### config.mk
export PLATFORM = sky130hd
export DESIGN_NAME = frlm_ctrl
export DESIGN_NICKNAME = d
export VERILOG_FILES = /design/src/rtl/core/frlm_pkg.sv /design/src/rtl/core/frlm_ctrl.sv
export SDC_FILE = /design/constraint.sdc
export NUM_CORES = 1
export LEC_CHECK = 0
export ABC_AREA = 0
export BUFFER_PORTS_ARGS = -buffer_cell sky130_fd_sc_hd__buf_2
export CORE_MARGIN = 1
export CORE_UTILIZATION = 50
export CTS_BUF_LIST = sky130_fd_sc_hd__clkbuf_4 sky130_fd_sc_hd__clkbuf_8 sky130_fd_sc_hd__clkbuf_16
export CTS_CLUSTER_SIZE = 25
export DETAILED_ROUTE_END_ITERATION = 7
export GPL_ROUTABILITY_DRIVEN = 0
export PLACE_DENSITY = 0.76
export SLEW_MARGIN = 0
export SYNTH_ARGS = -nofsm -noshare
export SYNTH_HDL_FRONTEND = slang
export SYNTH_SLANG_ARGS = --single-unit
### constraint.sdc
create_clock -name clock -period 2 [get_ports clock]
set_input_delay 0.1 -clock clock [delete_from_list [all_inputs] [get_ports clock]]
set_output_delay 0.1 -clock clock [all_outputs]
set_load 0.03 [all_outputs]
### src/rtl/core/frlm_pkg.sv
// frame rate and latency monitor: shared types, constants and codes
package frlm_pkg;

   localparam int FRAMES_AHEAD_DEF     = 128;
   localparam int HISTORY_MAX_DEF      = 64;
   localparam int SAMPLE_PERIOD_MS_DEF = 1000;

   localparam int FRAME_W   = 32;
   localparam int TIME_W    = 32;
   localparam int SAMPLE_W  = 16;
   localparam int AVG_FPS_W = 16;
   localparam int AVG_LAT_W = 24;
   localparam int LEN_W     = 7;
   localparam int FRAC_W    = 8;

   localparam int CSR_IDX_W  = 1;
   localparam int CSR_DATA_W = LEN_W;
   localparam logic [CSR_IDX_W-1:0] CSR_FPS_LEN = 1'b0;
   localparam logic [CSR_IDX_W-1:0] CSR_LAT_LEN = 1'b1;

   localparam logic CMD_TICK = 1'b0;
   localparam logic CMD_RESP = 1'b1;

   localparam logic [SAMPLE_W-1:0]  FPS_INIT     = 16'd7680;
   localparam logic [SAMPLE_W-1:0]  LAT_INIT     = 16'd200;
   localparam logic [LEN_W-1:0]     LEN_RESET    = 7'd16;
   localparam logic [AVG_LAT_W-1:0] AVG_LAT_INIT = 24'd51200;

   localparam int DVD_W      = 32;
   localparam int DIV_STEPS  = DVD_W / 2;
   localparam int DIV_CNT_W  = $clog2(DIV_STEPS + 1);

   typedef struct packed {
      logic                cmd;
      logic [FRAME_W-1:0]  frame;
      logic [TIME_W-1:0]   now_ms;
      logic [SAMPLE_W-1:0] fps_sample;
   } frlm_req_type;

   typedef struct packed {
      logic [AVG_FPS_W-1:0] avg_fps;
      logic [AVG_LAT_W-1:0] avg_latency;
      logic                 fps_updated;
   } frlm_rsp_type;

   typedef enum logic [1:0] {
      DIV_RING = 2'd0,
      DIV_IDX  = 2'd1,
      DIV_FPS  = 2'd2,
      DIV_LAT  = 2'd3
   } frlm_div_sel_type;

   typedef struct packed {
      logic             clear;
      logic             capture;
      logic             div_start;
      logic             div_store;
      frlm_div_sel_type div_sel;
      logic             lookup;
      logic             update;
      logic             reply;
   } frlm_cmd_type;

   typedef struct packed {
      logic clear_done;
      logic div_busy;
      logic is_resp;
      logic took_sample;
      logic out_busy;
   } frlm_stat_type;

endpackage

### src/rtl/core/frlm_ctrl.sv
// controller: sequences clearing, divisions, lookup, update and reply
module frlm_ctrl import frlm_pkg::*; #(
   parameter int FRAMES_AHEAD = FRAMES_AHEAD_DEF
) (
   input  logic          clock,
   input  logic          reset,
   input  logic          req_valid,
   output logic          req_ready,
   output frlm_cmd_type  ctl,
   input  frlm_stat_type stat
);

   localparam bit RING_POW2 = (FRAMES_AHEAD & (FRAMES_AHEAD - 1)) == 0;

   typedef enum logic [10:0] {
      ST_CLEAR     = 11'b000_0000_0001,
      ST_IDLE      = 11'b000_0000_0010,
      ST_RING_GO   = 11'b000_0000_0100,
      ST_RING_WAIT = 11'b000_0000_1000,
      ST_IDX_GO    = 11'b000_0001_0000,
      ST_IDX_WAIT  = 11'b000_0010_0000,
      ST_LOOKUP    = 11'b000_0100_0000,
      ST_UPDATE    = 11'b000_1000_0000,
      ST_AVG_GO    = 11'b001_0000_0000,
      ST_AVG_WAIT  = 11'b010_0000_0000,
      ST_REPLY     = 11'b100_0000_0000
   } frlm_state_type;

   frlm_state_type   state_ff, state_in;
   frlm_div_sel_type avg_sel;

   always_comb begin
      avg_sel  = stat.is_resp ? DIV_LAT : DIV_FPS;
      state_in = state_ff;
      ctl      = '0;
      ctl.div_sel = DIV_RING;
      case (state_ff)
         ST_CLEAR: begin
            ctl.clear = 1'b1;
            if (stat.clear_done) begin
               state_in = ST_IDLE;
            end
         end
         ST_IDLE: begin
            if (req_valid) begin
               ctl.capture = 1'b1;
               state_in    = RING_POW2 ? ST_IDX_GO : ST_RING_GO;
            end
         end
         ST_RING_GO: begin
            ctl.div_start = 1'b1;
            ctl.div_sel   = DIV_RING;
            state_in      = ST_RING_WAIT;
         end
         ST_RING_WAIT: begin
            ctl.div_sel = DIV_RING;
            if (!stat.div_busy) begin
               ctl.div_store = 1'b1;
               state_in      = ST_IDX_GO;
            end
         end
         ST_IDX_GO: begin
            ctl.div_sel = DIV_IDX;
            if (stat.is_resp) begin
               ctl.div_start = 1'b1;
               state_in      = ST_IDX_WAIT;
            end else begin
               state_in = ST_LOOKUP;
            end
         end
         ST_IDX_WAIT: begin
            ctl.div_sel = DIV_IDX;
            if (!stat.div_busy) begin
               ctl.div_store = 1'b1;
               state_in      = ST_LOOKUP;
            end
         end
         ST_LOOKUP: begin
            ctl.lookup = 1'b1;
            state_in   = ST_UPDATE;
         end
         ST_UPDATE: begin
            ctl.update = 1'b1;
            state_in   = (stat.is_resp || stat.took_sample) ? ST_AVG_GO : ST_REPLY;
         end
         ST_AVG_GO: begin
            ctl.div_start = 1'b1;
            ctl.div_sel   = avg_sel;
            state_in      = ST_AVG_WAIT;
         end
         ST_AVG_WAIT: begin
            ctl.div_sel = avg_sel;
            if (!stat.div_busy) begin
               ctl.div_store = 1'b1;
               state_in      = ST_REPLY;
            end
         end
         ST_REPLY: begin
            if (!stat.out_busy) begin
               ctl.reply = 1'b1;
               state_in  = ST_IDLE;
            end
         end
         default: begin
            state_in = ST_IDLE;
         end
      endcase
   end

   always_ff @(posedge clock) begin
      if (reset) begin
         state_ff <= ST_CLEAR;
      end else begin
         state_ff <= state_in;
      end
   end

   assign req_ready = state_ff == ST_IDLE;

   a_store_after_busy : assert property (@(posedge clock) disable iff (reset)
      ctl.div_start |=> stat.div_busy)
      else $error("division started but divider not busy");

endmodule

==> summary.md, run 1 <==
Yosys
* dfxtp_1 — cell taking the most area after synthesis
* 0 — number of enable-type register cells in the synthesized netlist
* 91 — gate count after technology mapping
* 702 um2 — cell area after synthesis
* 25.7% — portion of synthesized cell area occupied by the leading cell type
* 99 — Syn Nets
* dfxtp_1 — most frequently used flop master after synthesis
* nor2_1 — leading cell type by number of instances after synthesis
* 9 — flip-flop and latch count after synthesis
* nor2_1 (14), dfxtp_1 (9), inv_1 (5), nand2_1 (5), nor3_1 (5) — top cells by count, synth
* 7.71 um2 — Post-Syn Area per Cell
* 0 — yosys warns
* dfxtp_1 (26%), nor2_1 (7.5%), xnor2_1 (3.7%) — biggest area contributors in the synthesized netlist
* 25.7% — register area share after synthesis
* 0% — async set or reset register ratio after synthesis
* 37 — number of unique standard cell types used by synthesis

STA
* 0 — number of failing setup endpoints in the final timing report
* true — RSZ-0062 raised after global routing
* 0 — final hold violation count
* 1.94 ns — Final Critical Period
* 75.6% — worst-case headroom to the max-slew limit
* 0.362 ns — slew at the pin closest to its max-slew limit
* 516 MHz — fmax
* 0 — Max Transition Viols Final
* 96.9% — share of the clock period used by the worst path after layout
* 0.0563 ns — tightest hold margin
* 0.00183 ns — clk_skew
* 0 ns — Post-Route Setup TNS

Global route
* 621 — number of global-route vias before repair
* 11 — pin count of the biggest net entering global routing
* 25.7% — GRT Util Overall
* 2.66 mm — first-pass GRT wire length
* 0 — antenna violations before repair
* 0 — residual overflow from global routing

Power and ir drop
* 0.000352 V — peak ir drop on the vdd network
* 501 nW/um2 — power density over cell area
* 0.369 nW — static leakage

Worst setup path
* or4_4 — cell with the largest stage delay on the worst path
* 1.90 ns — worst endpoint required time
* state_ff[0] — r2r startpoint
* 1 — combined buffer and inverter count along the critical path
* 1.84 ns — arrival time worst endpoint
* simple AND/OR/NAND/NOR gates — gate family responsible for the most delay along the worst path
* or2_1 -> or4_4 -> and4bb_2 -> buf_2 — Cell Chain, Critical Path
* output port — kind of end point of the critical path
* state_ff[0] — launch point of the critical path
* flop — startpoint types
* 0.48 ns — slowest cell delay on critical path
* 6 — Critical Path Fanout Max
* reg -> out — type of the setup path with the least slack

Placement
* 17 — number of port buffers
* 1.35 mm — estimated wirelength of the detail-placed design

Clocking
* 2 — maximum count of clock buffers along a single path
* 9 — Clock Sinks
* clkbuf_4 — root buf cell
* 0.25 ns — Clk Latency, worst-skew pair
* 0.06 ns — clock transition at the register clock pins on the worst setup and hold paths after CTS
* 1 — depth of the CTS H-tree
* 3 — CTS buffer count
* built — clock tree from TritonCTS
* 0 — CTS hold repair buffers
* 0 — Post CTS Setup Buffer Count

Final layout
* 117 — Filler Cell Count
* 66.8% — final core occ
* 40.0% — fraction of layout instances using a drive strength above 1
* state_ff (9) — Largest regs
* 9 — number of flip-flops under the largest register name
* 119 — NumNets Final
* 0 — number of inserted diodes
* 23.9% — layout-stage area growth over the synthesis result
* state_ff — register ranked first by flip-flop count

Routing
* 21 — iteration-0 DRC count of the detailed router
* 5.90 — ratio of routed vias to standard cells
* 13.7 um — Routed WL per cell
* 1.71 mm — total wire length
* 0 — Antenna Violating Nets Remaining
* 4 — number of search-and-repair iterations in the first detailed-routing pass
* 737 — overall via count from detail_route
* 0 — remaining design rule violation count

Status
* complete, no violations — result of the run

Floorplan
* 13 — Rows
* 18 — number of top-level pins
* 39.5 um — die boundary width
* 39.5 um — height of the chip
* 53.9% — starting density of the core
* 1560 um2 — Die Area
* 1300 um2 — Core Box Area

Worst hold path
* in -> reg — Min-Delay Path Class
* reset — startpoint of the worst hold path

Flow run
* 0 — Max Cap Violations

[final timing paths]
| kind | cells after the start | slack (ns) | to |
|---|---|---|---|
| max | 4 | 0.06 | ctl[2] |
| min | 2 | 0.06 | state_ff[9] |
| max reg2reg | 4 | 0.18 | state_ff[9] |
| min reg2reg | 3 | 0.70 | state_ff[6] |
[where the power goes]
part           internal (mW)  leakage, nW  switching, mW
registers              0.186       0.0748        0.00966
logic                 0.0372        0.276         0.0552
clock network         0.0901       0.0184         0.0578
total                  0.313        0.369          0.123
[layer usage]
metal	GRT usage [%]	wire length [um]	vias up	part of all wire [%]
met5	0	0	-	0
met4	11.2	22	0	1.3
met3	5.68	77	4	4.5
met2	38.9	802	25	47
met1	34.1	811	341	47
li1	-	-	367	-
[layout make-up]
cell class	count	area, um2	share of cell area [%]
multi-input combinational	71	497	57.1
sequential	9	185	21.3
timing repair buffer	21	120	13.8
clock buffer	4	30.0	3.45
inverter	5	18.8	2.16
tap	15	18.8	2.16
[cell usage in the layout, fill, tap and decap left out, types with 3 or more instances in the layout]
| cell type | n |
|---|---|
| nor2_1 | 11 |
| dfxtp_1 | 5 |
| nand3_1 | 3 |
| buf_4 | 5 |
| dfxtp_2 | 4 |
| clkbuf_4 | 5 |
| xnor2_1 | 3 |
| nor3_1 | 5 |
| nor3b_1 | 3 |
| buf_2 | 15 |
| nor2_2 | 3 |
| inv_1 | 5 |
| nand2_1 | 5 |
[logic make-up after synthesis]
kind of cell	synth area share (%)
simple gates	43.8
compound gates	15.2
buf+inv	7.49
flops	25.7
xor+xnor	4.99
mux	2.85
[repair_timing]
action,CTS,global route
resized for setup,2,7
pin swaps,1,0
hold endpoints to repair,0,0
setup endpoints to repair,2,4
[per-stage QoR]
stage | cell area [um2] | cells | total power, mW | setup WS (ns)
floorplan | 719 | 91 | 0.262 | -0.00625
finish | 870 | 125 | 0.436 | 0.0615
global placement | 820 | 121 | 0.286 | 0.210
detailed placement | 820 | 121 | 0.288 | 0.180
global route | 870 | 125 | 0.466 | -0.0286
CTS | 855 | 125 | 0.437 | 0.00652
Power figures use the tool's default switching activity.
==> run 2: changes to the inputs <==
BUFFER_PORTS_ARGS = unset   (was -buffer_cell sky130_fd_sc_hd__buf_2)
CORE_AREA = 2 2 39 41   (was unset)
CORE_MARGIN = unset   (was 1)
CORE_UTILIZATION = unset   (was 50)
DIE_AREA = 0 0 41 43   (was unset)
DONT_BUFFER_PORTS = 1   (was unset)
PLACE_DENSITY = 0.68   (was 0.76)
==> run 2 against run 1 <==
- the run now ends with setup timing left
- clock-buffer cell count unchanged
- maximum frequency down 3.9%
- setup slack worse by 0.079 ns
- via count down 1.6%
- register-to-register slack better by 0.05 ns
- cell area up 0.72%
- sequential cell count unchanged
- critical path depth up 2
- largest cell class unchanged
- highest routed layer unchanged
==> summary.md, run 2 (synthesized netlist as in run 1, its figures left out) <==
Routing
* 1.76 mm — total wire length, was 1.71 mm
* 4 — number of search-and-repair iterations in the first detailed-routing pass, unchanged
* 60 um — routed length on met3, was 77 um
* 819 um — wire length on met1, was 811 um
* 859 um — length of routed met2 wiring, was 802 um
* 0 — Antenna Violating Nets Remaining, unchanged
* 725 — overall via count from detail_route, was 737
* 14.4 um — Routed WL per cell, was 13.7 um
* met4 — Top Metal Used, unchanged
* 12 — iteration-0 DRC count of the detailed router, was 21
* 5.94 — ratio of routed vias to standard cells, was 5.90
* 0 — remaining design rule violation count, unchanged

Placement
* 113 — Inst Count DP, was 121
* 1.30 mm — estimated wirelength of the detail-placed design, was 1.35 mm
* 0 — number of port buffers, was 17

Worst hold path
* state_ff[5] — capture endpoint of the worst hold path, was state_ff[9]
* 2 — Hold Path Depth, unchanged
* in -> reg — Min-Delay Path Class, unchanged
* stat[3] — startpoint of the worst hold path, was reset

Worst setup path
* 4 — Worst Reg-to-Reg Cells, unchanged
* state_ff[9] — worst reg2reg path endpoint, unchanged
* flop — startpoint types, unchanged
* 0.23 ns — worst-case register-to-register setup slack, was 0.18 ns
* 4 — Critical Path Fanout Max, was 6
* 1.90 ns — worst endpoint required time, about the same
* output port — kind of end point of the critical path, unchanged
* 1.92 ns — arrival time worst endpoint, was 1.84 ns
* reg -> out — type of the setup path with the least slack, unchanged
* state_ff[0] — r2r startpoint, unchanged

Final layout
* state_ff — register ranked first by flip-flop count, unchanged
* state_ff (9) — Largest regs, unchanged
* buf_4 — commonest non-fill, non-tap cell in the layout, was buf_2
* 126 — Filler Cell Count, was 117
* 63.3% — final core occ, was 66.8%
* 32.1% — fraction of layout instances using a drive strength above 1, was 40.0%
* 122 — filler-free cell count of the finished design, was 125
* 0 — number of inserted diodes, unchanged
* 489 um2 — area used by multi-input combinational logic, was 497 um2
* 24.8% — layout-stage area growth over the synthesis result, was 23.9%
* 9 — number of flip-flops under the largest register name, unchanged
* buf_4 (15), nor2_1 (12), dfxtp_1 (7) — most frequent cells in the layout, was buf_2 (15), nor2_1 (11)
* 115 — NumNets Final, was 119
* 185 um2 — footprint of the flip-flops and latches, unchanged

Floorplan
* 50.7% — starting density of the core, was 53.9%
* 1760 um2 — Die Area, was 1560 um2
* 41 um — die boundary width, was 39.5 um
* 1380 um2 — Core Box Area, was 1300 um2
* 14 — Rows, was 13
* 43 um — height of the chip, was 39.5 um
* 18 — number of top-level pins, unchanged

STA
* 2.02 ns — Final Critical Period, was 1.94 ns
* -0.0173 ns — Post-Route Setup TNS, was 0 ns
* 0.0105 ns — clk_skew, was 0.00183 ns
* 0 — final hold violation count, unchanged
* 1 — number of failing setup endpoints in the final timing report, was 0
* 75.6% — worst-case headroom to the max-slew limit, about the same
* 0.363 ns — slew at the pin closest to its max-slew limit, was 0.362 ns
* 0 — Max Transition Viols Final, unchanged
* true — RSZ-0062 raised after global routing, unchanged
* 496 MHz — fmax, was 516 MHz
* 101% — share of the clock period used by the worst path after layout, was 96.9%
* -0.0173 ns — final worst-path setup slack, was 0.0615 ns

Global route
* 0 — residual overflow from global routing, unchanged
* 0 — antenna violations before repair, unchanged
* 22.4% — GRT Util Overall, was 25.7%
* 2.75 mm — first-pass GRT wire length, was 2.66 mm
* 11 — pin count of the biggest net entering global routing, unchanged
* 639 — number of global-route vias before repair, was 621

Power and ir drop
* 500 nW/um2 — power density over cell area, was 501 nW/um2
* 438 uW — final total power, was 436 uW
* 0.355 nW — static leakage, was 0.369 nW
* 0.000263 V — peak ir drop on the vdd network, was 0.000352 V

Status
* setup timing — violated checks
* complete, but fails checks — result of the run, was complete, no violations

Clocking
* 0.07 ns — clock transition at the register clock pins on the worst setup and hold paths after CTS, was 0.06 ns
* 2 — maximum count of clock buffers along a single path, unchanged
* 1 — depth of the CTS H-tree, unchanged
* clkbuf_4 — root buf cell, unchanged
* built — clock tree from TritonCTS, unchanged
* 9 — Clock Sinks, unchanged
* 0.25 ns — Clk Latency, worst-skew pair, about the same
* 3 — CTS buffer count, unchanged

Flow run
* 0 — Max Cap Violations, unchanged

-- run 2: how the worst max path moves through the flow --
| stage | startpoint | depth (start not counted) | end | slack, ns |
|---|---|---|---|---|
| 5_1_grt | state_ff[7] | 5 | ctl[0] | -0.08 |
| 3_3_place_gp | state_ff[0] | 4 | state_ff[9] | 0.23 |
| 6_report | state_ff[0] | 6 | ctl[3] | -0.02 |
| 3_5_place_dp | state_ff[0] | 4 | state_ff[9] | 0.23 |
| 4_1_cts | state_ff[0] | 6 | ctl[3] | -0.02 |
| 2_1_floorplan | state_ff[0] | 5 | ctl[3] | -0.006 |
-- run 2: power breakdown --
part | internal (mW) | total (mW) | leakage (nW) | switching, mW
clock | 0.0900 | 0.150 | 0.0184 | 0.0602
sequential | 0.185 | 0.194 | 0.0741 | 0.00930
combinational | 0.0408 | 0.0929 | 0.263 | 0.0522
-- run 2: per-layer routing --
metal | vias up | global-route usage, %
met3 | 2 | 1.57
met4 | 0 | 9.33
met2 | 15 | 35.0
li1 | 360 | -
met1 | 348 | 30.2
met5 | - | 0
-- run 2: through the flow --
step,worst slack [ns],hold WS (ns),area [um2]
floorplan,-0.00625,0.162,719
global placement,0.227,0.164,796
detailed placement,0.228,0.164,796
CTS,-0.0191,0.0227,848
global route,-0.0848,0.0161,876
finish,-0.0173,0.0222,876
-- run 2: critical path, stage by stage (launching register included) --
cell and delay, ns:
dfxtp_4 0.35, or2_1 0.24, or4_4 0.46, nor4_4 0.28
nand2_1 0.09, o21ai_1 0.07, buf_4 0.17
-- run 2: layout make-up --
class                      instances  share of cell area, %
inverter                           5                   2.14
tap                               16                   2.29
clock buffer                       4                   3.43
timing repair buffer              17                   15.1
multi-input combinational         71                   55.9
sequential                         9                   21.1
-- run 2: what timing repair did --
item,in CTS,in global routing
endpoints found under the hold margin,4,0
resized for setup,2,3
hold buffers,2,0
setup endpoints to repair,1,4
setup buffers,0,3
==> run 3: changes to the inputs <==
BUFFER_PORTS_ARGS = -buffer_cell sky130_fd_sc_hd__buf_2   (was unset)
CORE_AREA = unset   (was 2 2 39 41)
CORE_MARGIN = 1   (was unset)
CORE_UTILIZATION = 50   (was unset)
DIE_AREA = unset   (was 0 0 41 43)
DONT_BUFFER_PORTS = unset   (was 1)
PLACE_DENSITY = 0.85   (was 0.68)
==> run 3 against run 2 <==
- combinational power down 3.7%
- largest cell class unchanged
- via count up 1.2%
- die area down 12%
- total power up 2.6%
- setup slack better by 0.065 ns
- first-iteration DRC count rose to 2.6 times the previous value
- maximum frequency up 3.3%
- highest routed layer unchanged
- core utilization up 3.0 points
- clock skew down 0.0084 ns
- sequential cell count unchanged
- the flow now finishes without violations
- register-to-register slack worse by 0.03 ns
==> summary.md, run 3 (synthesized netlist as in run 1, its figures left out) <==
Status
* complete, no violations — result of the run, was complete, but fails checks

Power and ir drop
* 0.000404 V — peak ir drop on the vdd network, was 0.000263 V
* 19.9% — Combinational Power Share, was 21.2%
* 0.357 nW — static leakage, was 0.355 nW
* 43.9% — Flop pwr share, was 44.4%
* 449 uW — final total power, was 438 uW
* 521 nW/um2 — power density over cell area, was 500 nW/um2
* 36.2% — Clock power frac, was 34.3%
* 313 uW — Internal Dissipation, was 316 uW
* 136 uW — Net Sw Power, was 122 uW
* 30.3% — switching power as a share of total power, was 27.8%

Routing
* 0 — Antenna Violating Nets Remaining, unchanged
* 4 — number of search-and-repair iterations in the first detailed-routing pass, unchanged
* 0 — remaining design rule violation count, unchanged
* 5.97 — ratio of routed vias to standard cells, was 5.94
* 1.80 mm — total wire length, was 1.76 mm
* 14.7 um — Routed WL per cell, was 14.4 um
* 31 — iteration-0 DRC count of the detailed router, was 12
* 734 — overall via count from detail_route, was 725

Clocking
* built — clock tree from TritonCTS, unchanged
* 2 — maximum count of clock buffers along a single path, unchanged
* 1 — depth of the CTS H-tree, unchanged
* 3 — CTS buffer count, unchanged
* 9 — Clock Sinks, unchanged
* clkbuf_4 — root buf cell, unchanged
* 0 — Post CTS Setup Buffer Count, unchanged
* 0.27 ns — Clk Latency, worst-skew pair, was 0.25 ns
* 0.07 ns — clock transition at the register clock pins on the worst setup and hold paths after CTS, about the same
* 0 — CTS hold repair buffers, was 2

Worst setup path
* reg -> out — type of the setup path with the least slack, unchanged
* 0.47 ns — slowest cell delay on critical path, was 0.46 ns
* output port — kind of end point of the critical path, unchanged
* 4 — Worst Reg-to-Reg Cells, unchanged
* or4_4 — cell with the largest stage delay on the worst path, unchanged
* 1 — combined buffer and inverter count along the critical path, unchanged
* 1.90 ns — worst endpoint required time, about the same
* flop — startpoint types, unchanged
* or2_1 -> or4_4 -> nor2_1 -> and3_1 -> buf_4 — Cell Chain, Critical Path, was or2_1 -> or4_4 -> nor4_4 -> nand2_1 -> o21ai_1 -> buf_4
* 1.85 ns — arrival time worst endpoint, was 1.92 ns
* simple AND/OR/NAND/NOR gates — gate family responsible for the most delay along the worst path, unchanged
* 6 — Critical Path Fanout Max, was 4
* 5 — Worst path depth, was 6

Final layout
* 9 — number of flip-flops under the largest register name, unchanged
* buf_2 — commonest non-fill, non-tap cell in the layout, was buf_4
* state_ff (9) — Largest regs, unchanged
* 40.7% — fraction of layout instances using a drive strength above 1, was 32.1%
* state_ff — register ranked first by flip-flop count, unchanged
* 117 — NumNets Final, was 115
* buf_2 (14), nor2_1 (12), dfxtp_2 (6) — most frequent cells in the layout, was buf_4 (15), nor2_1 (12), dfxtp_1 (7)
* 0 — number of inserted diodes, unchanged
* 119 — Filler Cell Count, was 126
* 22.8% — layout-stage area growth over the synthesis result, was 24.8%

Global route
* 11 — pin count of the biggest net entering global routing, unchanged
* 0 — residual overflow from global routing, unchanged
* 624 — number of global-route vias before repair, was 639
* 0 — antenna violations before repair, unchanged
* 2.70 mm — first-pass GRT wire length, was 2.75 mm
* 26.1% — GRT Util Overall, was 22.4%

STA
* 1.95 ns — Final Critical Period, was 2.02 ns
* true — RSZ-0062 raised after global routing, unchanged
* 0 — number of failing setup endpoints in the final timing report, was 1
* 0 ns — Post-Route Setup TNS, was -0.0173 ns
* 0.0479 ns — final worst-path setup slack, was -0.0173 ns
* 0 — final hold violation count, unchanged
* 97.6% — share of the clock period used by the worst path after layout, was 101%
* 75.4% — worst-case headroom to the max-slew limit, was 75.6%
* 0 — Max Transition Viols Final, unchanged
* 0.00213 ns — clk_skew, was 0.0105 ns
* 0.367 ns — slew at the pin closest to its max-slew limit, was 0.363 ns
* 512 MHz — fmax, was 496 MHz

Placement
* 17 — number of port buffers, was 0
* 0.192 ns — Place WS, was 0.228 ns
* 1.31 mm — estimated wirelength of the detail-placed design, was 1.30 mm

Floorplan
* 1300 um2 — Core Box Area, was 1380 um2
* 39.5 um — height of the chip, was 43 um
* 1560 um2 — Die Area, was 1760 um2
* 13 — Rows, was 14
* 53.9% — starting density of the core, was 50.7%
* 39.5 um — die boundary width, was 41 um
* 18 — number of top-level pins, unchanged

Worst hold path
* 2 — Hold Path Depth, unchanged
* in -> reg — Min-Delay Path Class, unchanged

Flow run
* 0 — Max Cap Violations, unchanged

-- run 3: cell types whose count changed in the layout (fill, tap and decap cells not counted) --
cell	previous run	this run
buf_2	0	14
buf_4	15	4
clkbuf_4	4	5
dfxtp_1	7	3
dfxtp_2	1	6
dfxtp_4	1	0
dlygate4sd3_1	2	0
or3_1	2	0
or3_4	0	2
-- run 3: timing repair --
action                                  CTS  global route
resized for setup                         5             8
pin swaps                                 0             1
endpoints found under the setup margin    2             4
-- run 3: worst paths after layout --
check | endpoint | startpoint | slack (ns)
worst min-delay path | state_ff[1] | stat[0] | 0.05
worst min register to register | state_ff[10] | state_ff[0] | 0.68
worst max register to register | state_ff[9] | state_ff[0] | 0.20
worst max-delay path | ctl[1] | state_ff[0] | 0.05
-- run 3: through the flow --
step / instances / utilization, % / hold WS (ns) / instance area, um2
after global placement: 119 / 61.8 / 0.323 / 805
final: 123 / 66.3 / 0.0457 / 862
after global routing: 123 / 66.3 / 0.0607 / 862
after detailed placement: 119 / 61.8 / 0.321 / 805
after floorplan: 91 / - / 0.162 / 719
after CTS: 123 / 64.7 / 0.0412 / 842
-- run 3: routing by layer --
layer / wire length (um) / GRT usage (%)
met5: 0 / 0
met2: 854 / 42.2
met1: 832 / 34.2
met4: 21 / 7.76
met3: 94 / 5.11
-- run 3: power by group through the flow --
stage	registers [mW]	clock network (mW)	logic (mW)
floorplan	0.192	0	0.0701
global placement	0.199	0	0.0846
detailed placement	0.200	0	0.0863
CTS	0.196	0.163	0.0874
global route	0.198	0.170	0.0975
finish	0.197	0.162	0.0895
-- run 3: area by class of cell --
| cell class | count | area [um2] | share of cell area (%) |
|---|---|---|---|
| multi-input combinational | 71 | 499 | 57.9 |
| tap | 15 | 18.8 | 2.18 |
| sequential | 9 | 188 | 21.8 |
| inverter | 5 | 18.8 | 2.18 |
| timing repair buffer | 19 | 108 | 12.5 |
| clock buffer | 4 | 30.0 | 3.48 |
-- run 3: worst register-to-register path: cells and delay by family (launching register included) --
| kind | cells | cell delay (ns) |
|---|---|---|
| flip-flops | 1 | 0.35 |
| AO/OA/AOI/OAI | 1 | 0.14 |
| AND/OR/NAND/NOR | 3 | 1.26 |
